<file path="src/hdl/cbts_pkg.sv">
// ----------------------------------------------------------------------------
// cbts_pkg
// Shared widths, register indexes and constants of the bit timing search.
// ----------------------------------------------------------------------------
package cbts_pkg;

    localparam int CLK_W  = 27;
    localparam int BAUD_W = 20;
    localparam int DIV_W  = 4;
    localparam int WORD_W = 15;
    localparam int IDX_W  = 1;

    localparam logic [IDX_W-1:0] REG_CLOCK_RATE  = 1'b0;
    localparam logic [IDX_W-1:0] REG_SAMPLE_MODE = 1'b1;

    localparam logic [CLK_W-1:0] CLOCK_RATE_RESET  = 27'd48000000;
    localparam logic             SAMPLE_MODE_RESET = 1'b1;

    localparam logic [BAUD_W-1:0] BAUD_HIGH = 20'd800000;
    localparam logic [BAUD_W-1:0] BAUD_MID  = 20'd500000;

    // Sample point percentage times 2^17/100, rounded up
    localparam int RECIP_SHIFT = 17;
    localparam logic [16:0] RECIP_75 = 17'(75 * 1311);
    localparam logic [16:0] RECIP_80 = 17'(80 * 1311);
    localparam logic [16:0] RECIP_87 = 17'(87 * 1311);

    localparam logic [4:0] SEGS_FIRST   = 5'd3;
    localparam logic [4:0] SEGS_LAST    = 5'd17;
    localparam logic [4:0] QUANTA_LAST  = 5'd31;
    localparam logic [3:0] DIV_LAST     = 4'd15;
    localparam logic [4:0] DIV_STEPS    = 5'd27;

endpackage

</file>
<file path="src/hdl/can_bit_timing_search_core.sv">
// ----------------------------------------------------------------------------
// can_bit_timing_search_core
// Divides the clock rate by the bit rate, then walks divider, quanta and
// segment counts until the product matches, and packs the timing word.
// ----------------------------------------------------------------------------
// Sequence: restoring division of the clock rate, then up to 7680 candidates
// checked in turn, then ST_FIN packs the word and raises done; a zero bit rate
// skips division and search. The next start is taken during done.
// done strobes the result for one cycle; the receiver cannot stall.
// Reset: idle, clock_rate 48000000, sample_point_mode 1, outputs zero.
module can_bit_timing_search_core
(
    input  logic                            clk,
    input  logic                            rst_n,
    input  logic                            cfg_we,
    input  logic [cbts_pkg::IDX_W-1:0]      cfg_index,
    input  logic [cbts_pkg::CLK_W-1:0]      cfg_data,
    input  logic                            start,
    input  logic [cbts_pkg::BAUD_W-1:0]     bit_rate,
    output logic                            busy,
    output logic                            done,
    output logic                            found,
    output logic [cbts_pkg::DIV_W-1:0]      clock_divider,
    output logic [cbts_pkg::WORD_W-1:0]     bit_timing_word
);

    localparam logic [1:0] ST_IDLE   = 2'd0;
    localparam logic [1:0] ST_DIV    = 2'd1;
    localparam logic [1:0] ST_SEARCH = 2'd2;
    localparam logic [1:0] ST_FIN    = 2'd3;

    logic [1:0]                    state_reg, state_next;
    logic [cbts_pkg::CLK_W-1:0]    clock_rate_reg;
    logic                          mode_reg;
    logic [cbts_pkg::BAUD_W-1:0]   baud_reg, baud_next;
    logic [cbts_pkg::BAUD_W:0]     rem_reg, rem_next;
    logic [cbts_pkg::CLK_W-1:0]    quot_reg, quot_next;
    logic [4:0]                    step_reg, step_next;
    logic [3:0]                    div_reg, div_next;
    logic [4:0]                    quanta_reg, quanta_next;
    logic [4:0]                    segs_reg, segs_next;
    logic [9:0]                    qd_reg, qd_next;
    logic [13:0]                   acc_reg, acc_next;
    logic                          hit_reg, hit_next;
    logic                          done_reg, done_next;
    logic                          found_reg, found_next;
    logic [cbts_pkg::DIV_W-1:0]    cdiv_reg, cdiv_next;
    logic [cbts_pkg::WORD_W-1:0]   word_reg, word_next;

    logic [cbts_pkg::BAUD_W:0]     rem_shift;
    logic [cbts_pkg::BAUD_W:0]     rem_sub;
    logic [9:0]                    qd_step;
    logic [9:0]                    div_plus;
    logic [13:0]                   acc_step;

    logic [3:0]                    r;
    logic [16:0]                   recip;
    logic [20:0]                   prod;
    logic [3:0]                    q;
    logic [4:0]                    t2_raw;
    logic [4:0]                    t2;
    logic [4:0]                    t1w;
    logic [1:0]                    sjw;

    function automatic logic [13:0] times3(input logic [9:0] x);
        times3 = {3'd0, x, 1'b0} + {4'd0, x};
    endfunction

    assign rem_shift = {rem_reg[cbts_pkg::BAUD_W-1:0], quot_reg[cbts_pkg::CLK_W-1]};
    assign rem_sub   = rem_shift - {1'b0, baud_reg};
    assign div_plus  = {6'd0, div_reg} + 10'd1;
    assign qd_step   = qd_reg + div_plus;
    assign acc_step  = acc_reg + {4'd0, qd_reg};

    always_comb
    begin
        r = segs_reg[3:0] - cbts_pkg::SEGS_FIRST[3:0];
        if (baud_reg > cbts_pkg::BAUD_HIGH)
        begin
            recip = cbts_pkg::RECIP_75;
        end
        else if (baud_reg > cbts_pkg::BAUD_MID)
        begin
            recip = cbts_pkg::RECIP_80;
        end
        else
        begin
            recip = cbts_pkg::RECIP_87;
        end
        prod   = {17'd0, r} * {4'd0, recip};
        q      = prod[cbts_pkg::RECIP_SHIFT +: 4];
        t2_raw = {1'b0, r} - {1'b0, q};
        if (!mode_reg)
        begin
            t1w = {2'b00, r[3:1]};
            t2  = {1'b0, r} - t1w;
        end
        else
        begin
            if (t2_raw == 5'd0)
            begin
                t2 = 5'd1;
            end
            else if (t2_raw > 5'd8)
            begin
                t2 = 5'd8;
            end
            else
            begin
                t2 = t2_raw;
            end
            t1w = {1'b0, r} - t2;
        end
        sjw = (t1w[4] || t1w[3:0] > 4'd3) ? 2'd3 : t1w[1:0];
    end

    always_comb
    begin
        state_next  = state_reg;
        baud_next   = baud_reg;
        rem_next    = rem_reg;
        quot_next   = quot_reg;
        step_next   = step_reg;
        div_next    = div_reg;
        quanta_next = quanta_reg;
        segs_next   = segs_reg;
        qd_next     = qd_reg;
        acc_next    = acc_reg;
        hit_next    = hit_reg;
        done_next   = 1'b0;
        found_next  = found_reg;
        cdiv_next   = cdiv_reg;
        word_next   = word_reg;
        case (state_reg)
            ST_IDLE:
            begin
                if (start)
                begin
                    baud_next = bit_rate;
                    rem_next  = '0;
                    quot_next = clock_rate_reg;
                    step_next = '0;
                    hit_next  = 1'b0;
                    state_next = (bit_rate == '0) ? ST_FIN : ST_DIV;
                end
            end
            ST_DIV:
            begin
                if (!rem_sub[cbts_pkg::BAUD_W])
                begin
                    rem_next  = rem_sub;
                    quot_next = {quot_reg[cbts_pkg::CLK_W-2:0], 1'b1};
                end
                else
                begin
                    rem_next  = rem_shift;
                    quot_next = {quot_reg[cbts_pkg::CLK_W-2:0], 1'b0};
                end
                step_next = step_reg + 5'd1;
                if (step_reg == cbts_pkg::DIV_STEPS - 5'd1)
                begin
                    div_next    = '0;
                    quanta_next = '0;
                    segs_next   = cbts_pkg::SEGS_FIRST;
                    qd_next     = 10'd1;
                    acc_next    = 14'd3;
                    state_next  = ST_SEARCH;
                end
            end
            ST_SEARCH:
            begin
                if (quot_reg == {13'd0, acc_reg})
                begin
                    hit_next   = 1'b1;
                    state_next = ST_FIN;
                end
                else if (segs_reg != cbts_pkg::SEGS_LAST)
                begin
                    segs_next = segs_reg + 5'd1;
                    acc_next  = acc_step;
                end
                else
                begin
                    segs_next = cbts_pkg::SEGS_FIRST;
                    if (quanta_reg != cbts_pkg::QUANTA_LAST)
                    begin
                        quanta_next = quanta_reg + 5'd1;
                        qd_next     = qd_step;
                        acc_next    = times3(qd_step);
                    end
                    else
                    begin
                        quanta_next = '0;
                        if (div_reg != cbts_pkg::DIV_LAST)
                        begin
                            div_next = div_reg + 4'd1;
                            qd_next  = div_plus + 10'd1;
                            acc_next = times3(div_plus + 10'd1);
                        end
                        else
                        begin
                            state_next = ST_FIN;
                        end
                    end
                end
            end
            ST_FIN:
            begin
                done_next  = 1'b1;
                found_next = hit_reg;
                if (hit_reg)
                begin
                    cdiv_next = div_reg;
                    word_next = {t2[2:0], t1w[3:0], sjw, 1'b0, quanta_reg};
                end
                else
                begin
                    cdiv_next = '0;
                    word_next = '0;
                end
                state_next = ST_IDLE;
            end
            default:
            begin
                state_next = ST_IDLE;
            end
        endcase
    end

    always_ff @(posedge clk or negedge rst_n)
    begin
        if (!rst_n)
        begin
            state_reg      <= ST_IDLE;
            clock_rate_reg <= cbts_pkg::CLOCK_RATE_RESET;
            mode_reg       <= cbts_pkg::SAMPLE_MODE_RESET;
            hit_reg        <= 1'b0;
            done_reg       <= 1'b0;
            found_reg      <= 1'b0;
            cdiv_reg       <= '0;
            word_reg       <= '0;
        end
        else
        begin
            state_reg <= state_next;
            hit_reg   <= hit_next;
            done_reg  <= done_next;
            found_reg <= found_next;
            cdiv_reg  <= cdiv_next;
            word_reg  <= word_next;
            if (cfg_we)
            begin
                if (cfg_index == cbts_pkg::REG_CLOCK_RATE)
                begin
                    clock_rate_reg <= cfg_data;
                end
                else if (cfg_index == cbts_pkg::REG_SAMPLE_MODE)
                begin
                    mode_reg <= cfg_data[0];
                end
            end
        end
    end

    always_ff @(posedge clk)
    begin
        baud_reg   <= baud_next;
        rem_reg    <= rem_next;
        quot_reg   <= quot_next;
        step_reg   <= step_next;
        div_reg    <= div_next;
        quanta_reg <= quanta_next;
        segs_reg   <= segs_next;
        qd_reg     <= qd_next;
        acc_reg    <= acc_next;
    end

    assign busy            = (state_reg != ST_IDLE);
    assign done            = done_reg;
    assign found           = found_reg;
    assign clock_divider   = cdiv_reg;
    assign bit_timing_word = word_reg;

endmodule

</file>
<file path="config.mk">
export PLATFORM = sky130hd
export DESIGN_NAME = can_bit_timing_search_core
export DESIGN_NICKNAME = d
export VERILOG_FILES = /design/src/hdl/cbts_pkg.sv /design/src/hdl/can_bit_timing_search_core.sv
export SDC_FILE = /design/constraint.sdc
export NUM_CORES = 1
export LEC_CHECK = 0
export ABC_AREA = 1
export CAP_MARGIN = 10
export CORE_MARGIN = 2
export CORE_UTILIZATION = 47
export CTS_CLUSTER_DIAMETER = 120
export DETAILED_ROUTE_END_ITERATION = 8
export DONT_BUFFER_PORTS = 1
export PLACE_DENSITY = 0.58
export SYNTH_ARGS = -nofsm -noshare
export SYNTH_HDL_FRONTEND = slang
export SYNTH_SLANG_ARGS = --single-unit
</file>
<file path="constraint.sdc">
create_clock -name clk -period 16.77 [get_ports clk]
set_clock_uncertainty 0.05 [all_clocks]
set_input_delay 1.677 -clock clk [delete_from_list [all_inputs] [get_ports clk]]
set_output_delay 1.677 -clock clk [all_outputs]
set_load 0.005 [all_outputs]
</file>
* Word level (Yosys, flattened, before mapping)
Index checks and enable logic that the tools add are counted.
Widths: inputs -> output; s select.
** Storage, ports and cells
- Logic and storage cells :: 134
- Bits in registers :: 162
- Output and inout bits :: 22
- Bits of input ports :: 52
** Cells by class
- Mux-type cells :: 57
- $lt $le $gt $ge :: 4
- Equal/unequal tests :: 20
- Add/sub/neg operators :: 15
- Bitwise logic cells :: 1
- Multipliers :: 1
- Reductions and logical operators :: 19
** Operator list (number)
- $mux 14 :: 6
- $mux 5 :: 12
- $pmux 27 s2 :: 1
- $mux 10 :: 5
- $mux 20 :: 2
- $pmux 20 s2 :: 1
- $pmux 5 s2 :: 3
- $pmux 14 s2 :: 1
- $eq 27x14->1 :: 1
- $mux 27 :: 1
- $mux 4 :: 6
- $mul 4x17->21 :: 1
- $sub 21x20->21 :: 1
- $gt 20x19->1 const B :: 1
- $gt 20x20->1 const B :: 1
- $logic_not 20->1 :: 1
- $pmux 10 s2 :: 1
- $mux 17 :: 1
- $mux 2 :: 8
- $add 5x1->5 const B :: 3
- $mux 15 :: 1
- $add 14x10->14 :: 1
- $ne 2x2->1 const B :: 7
- $add 11x10->12 :: 1
- other kinds (32) :: 50

* Longest topological paths before layout
- Word-level depth :: 15
- Depth in mapped cells :: 41
- Depth with buffers taken out :: 41

* Least setup slack after synthesis
Ideal clock, no wire load.
- Path type :: reg2reg
- From :: reg segs_reg[0]
- To :: reg word_reg (netlist bit bit_timing_word[7])
- Setup time :: 0.071 ns
- Stages on the path, launching flop included :: 34
- Path buffers :: 0
- Setup slack :: 10.505 ns
- Required time :: 16.649 ns
- Data arrival time :: 6.144 ns
- Clock period less this slack :: 6.265 ns
- Cell sequence :: edfxtp_1 ha_1 xnor2_1 inv_1 nor2_1 fa_1 inv_1 fa_1 inv_1 ha_1 a21oi_1 nor2_1 a211oi_1 o21ai_0 a21oi_1 nand2_1 nand2_1 nand2_1 ha_1 fa_1 inv_1 a21oi_1 nor2_1 o211ai_1 nor2_1 inv_1 ha_1 nand2_1 o21a_1 xor2_1 or2_2 nand3_1 nand2_1 nand3_1
** On the way
- Cells in the longest elaborated chain, start to end :: 13
- Elaborated cells between the ends (all ways) :: 14
- Those cells by class :: 3 x add/sub; 1 x mul; 2 x order compare; 6 x mux; 2 x reduce/logical
** RTL lines
- start: declaration :: RTL line can_bit_timing_search_core.sv:41 : logic [4:0] segs_reg, segs_next;
- start signal: assignment :: RTL line can_bit_timing_search_core.sv:273 : segs_reg <= segs_next;
- $sub 4x2->4 (*) :: RTL line can_bit_timing_search_core.sv:77 : r = segs_reg[3:0] - cbts_pkg::SEGS_FIRST[3:0];
- $mul 4x17->21 :: RTL line can_bit_timing_search_core.sv:90 : prod = {17'd0, r} * {4'd0, recip};
- $sub 4x4->5 :: RTL line can_bit_timing_search_core.sv:92 : t2_raw = {1'b0, r} - {1'b0, q};
- $gt 5x4->1 :: RTL line can_bit_timing_search_core.sv:104 : else if (t2_raw > 5'd8)
- $mux 5 :: RTL line can_bit_timing_search_core.sv:104
- $mux 5 :: RTL line can_bit_timing_search_core.sv:100 : if (t2_raw == 5'd0)
- $mux 5 :: RTL line can_bit_timing_search_core.sv:93 : if (!mode_reg)
- $sub 4x5->5 :: RTL line can_bit_timing_search_core.sv:112 : t1w = {1'b0, r} - t2;
- $mux 5 (*) :: RTL line can_bit_timing_search_core.sv:93
- $gt 4x2->1 :: RTL line can_bit_timing_search_core.sv:114 : sjw = (t1w[4] || t1w[3:0] > 4'd3) ? 2'd3 : t1w[1:0];
- $logic_or 1x1->1 :: RTL line can_bit_timing_search_core.sv:114
- $mux 2 (*) :: RTL line can_bit_timing_search_core.sv:114
- $mux 15 (*) :: RTL line can_bit_timing_search_core.sv:211 : if (hit_reg)
- end signal: assignment :: RTL line can_bit_timing_search_core.sv:250 : word_reg <= word_next;
- end: declaration :: RTL line can_bit_timing_search_core.sv:48 : logic [cbts_pkg::WORD_W-1:0] word_reg, word_next;
Every way passes the cells marked *; elsewhere a longest branch is shown, timed or not. The select of a mux whose other input is x is not followed.
A chain may end at the register's enable or synchronous reset.

* Final worst setup path
- From :: reg segs_reg[0]
- To :: reg word_reg (netlist bit bit_timing_word[6])
The elaborated chain is that of the path after synthesis.

==> qor.txt <==
Reg-to-Reg Start - segs_reg[0]
FMAX - 146.2 MHz
CTS resizes - 0
Crit path kind - reg -> reg
Critical Path Fanout Max - 13
DRT antenna net count - 0
Worst R2R Setup Slack - 9.93 ns
Multiplexer share of the synthesized area - 0.02540
CTS Hold Buffers Added - 0
Router iterations before antenna repair - 5
Die height - 160.6 um
Largest net degree at the start of global routing - 53
Crit-path max cell delay - 0.68 ns
Initial DRC Count - 557
WL final - 27790 um
CTS buffer count - 17
Yosys top cell area share - 0.2866
Ys async rst share - 0.3168
Layout cells sized above 1 - 0.07500
Layout fillers - 2310
Clk Latency, worst-skew pair - 0.45 ns
Most used DFF post-synth - edfxtp_1
IO buf count - 0
WHS Path Cells - 2
Worst min path class - reg -> reg
Most frequent cell after synthesis - nand2_1
Initial Util - 0.4767
Post-Synth Adder-Cell Area - 0.1570
Fin. max-slew vios - 0
Clock-pin slew on the worst setup and hold paths - 0.08 ns
First-pass GRT wire length - 46120 um
Synth Area in Compound Gates - 0.1178
CP most frequent cell - inv_1
Post-Synth XOR/XNOR Area - 0.04028
Clock sinks - 161
Cells on worst reg2reg path - 35
DIE WIDTH - 160.6 um
Post-synth EDFFs - 110
Post-synth top cells - nand2_1, inv_1, ha_1
Setup TNS - 0 ns
Top post-synthesis cells by area - edfxtp_1, ha_1, nand2_1
Worst Max-Slew Pin Slew - 1.118 ns
Number of global-route vias before repair - 9027
Total Routing Usage GR - 0.2267
DR WL/cell - 16.49 um
Critical path endpoint category - flip-flop
Post-detail-place hpwl - 21360 um
RSZ-0062 raised after global routing - false
Routability cong. - 0.8862
Footprint of the multi-input gates - 0.006108 mm^2
Via density - 5.316
Root Driver - clkbuf_16
Main combinational cell family by area after synthesis - simple AND/OR/NAND/NOR gates
CTS tree - yes
Synth Cell Area - 0.01152 mm^2
Post-Synth Simple-Gate Area - 0.1868
Post-CTS setup buffer count - 0
Type of origin of the critical path - flip-flop
Final count of hold timing violations - 0
Critical Path Source - segs_reg[0]
Tmin final - 6.840 ns
Yosys top cell by area - edfxtp_1
Core area - 0.02418 mm^2
Cell variety after synth - 54
Layout area overhead - 8.621%
Yosys warns - 0
DR DRC count - 0
Placed cell area - 0.01189 mm^2
Sequential element share of the synthesized area - 0.3985
CP max-delay cell - edfxtp_1
Setup violations, final - 0
Max_slew headroom - 0.2528
I/O Pins - 74
Crit share post-route - 0.4079
Reg area - 0.004593 mm^2
Max-cap violation count - 0
RR Endpoint - bit_timing_word[6]
Layout net count - 1531
Overflow after GRT - 0
Avg Synthesized Cell Area - 8.594 um^2
Outcome - finished, final reports clean
Antenna violations before repair - 3
CP arrival - 7.17 ns
Seq cells post-synth - 161
Area of the die - 0.02579 mm^2
Cells after Synth - 1341
Final Cell Area - 0.01252 mm^2
Core Rows - 57
Worst EP required - 17.10 ns
CTS Buffer Depth - 2
CP endpoint - bit_timing_word[6]
CTS H-tree lvls - 4
Vias - 8958
==> layer usage <==
layer / up-vias / global-route usage / share of wire
met5: - / 0 / 0.00097
met4: 4 / 0.08272 / 0.027
met3: 43 / 0.04261 / 0.044
met2: 177 / 0.3801 / 0.48
met1: 4191 / 0.2936 / 0.45
li1: 4543 / - / -
==> layout by cell type (no fill, tap or decap), types with 5 or more instances in the layout <==
cell type and count:
nand2_1 281, inv_1 190, ha_1 111, edfxtp_1 110, nor2_1 106, a21oi_1 97
o21ai_0 70, nand3_1 49, dfrtp_1 40, xor2_1 36, mux2_2 26, fa_1 21
nor3_1 20, o21ai_1 20, xnor2_1 17, clkbuf_16 17, nor4_1 15, nand4_1 14
dfstp_2 11, a31oi_1 9, a22o_1 7, o22ai_1 6, inv_8 6, buf_4 6
inv_2 5, clkinv_8 5
==> cell families after synthesis <==
kind of cell | after synthesis
AO/OA/AOI/OAI | 242
XOR/XNOR | 53
adder cells (fa/ha/maj) | 132
buffers and inverters | 219
flip-flops | 161
multiplexers | 26
other | 1
AND/OR/NAND/NOR | 507
==> critical path: cells and delay by family (launching register included) <==
kind            cells  cell delay (ns)
compound gates      8             1.36
xor+xnor            2             0.45
fa+ha+maj           6             2.23
buf+inv             7             0.73
flops               1             0.68
simple gates       12             1.27
==> layout make-up <==
cell class              count  share of cell area
diodes                      1           0.0001999
flip-flops and latches    161              0.3669
clock inverters            15             0.01589
inverters                 197             0.05907
multi-input cells         964              0.4880
clock buffers              17             0.03398
well taps                 324             0.03238
repair buffers              6            0.003598
==> worst min-delay path by stage <==
stage,from,endpoint,slack (ns)
after global routing,clock_rate_reg[6],clock_rate_reg[6],0.46
after detailed placement,clock_rate_reg[0],clock_rate_reg[0],0.43
after floorplan,clock_rate_reg[0],clock_rate_reg[0],0.40
after CTS,clock_rate_reg[0],clock_rate_reg[0],0.45
after global placement,clock_rate_reg[0],clock_rate_reg[0],0.42
final,clock_rate_reg[0],clock_rate_reg[0],0.45
==> per-stage QoR <==
stage,util,hold WS (ns),instances,setup WS [ns]
after global routing,0.5177,0.4643,1684,9.267
after detailed placement,0.4918,0.4315,1652,9.924
after floorplan,-,0.4034,1344,10.51
final,0.5178,0.4485,1685,9.930
after CTS,0.5177,0.4511,1684,9.896
after global placement,0.4918,0.4231,1652,10.08
Power is not shown: default switching activity piles up to over one toggle a cycle in this logic, so the estimate is an artifact.
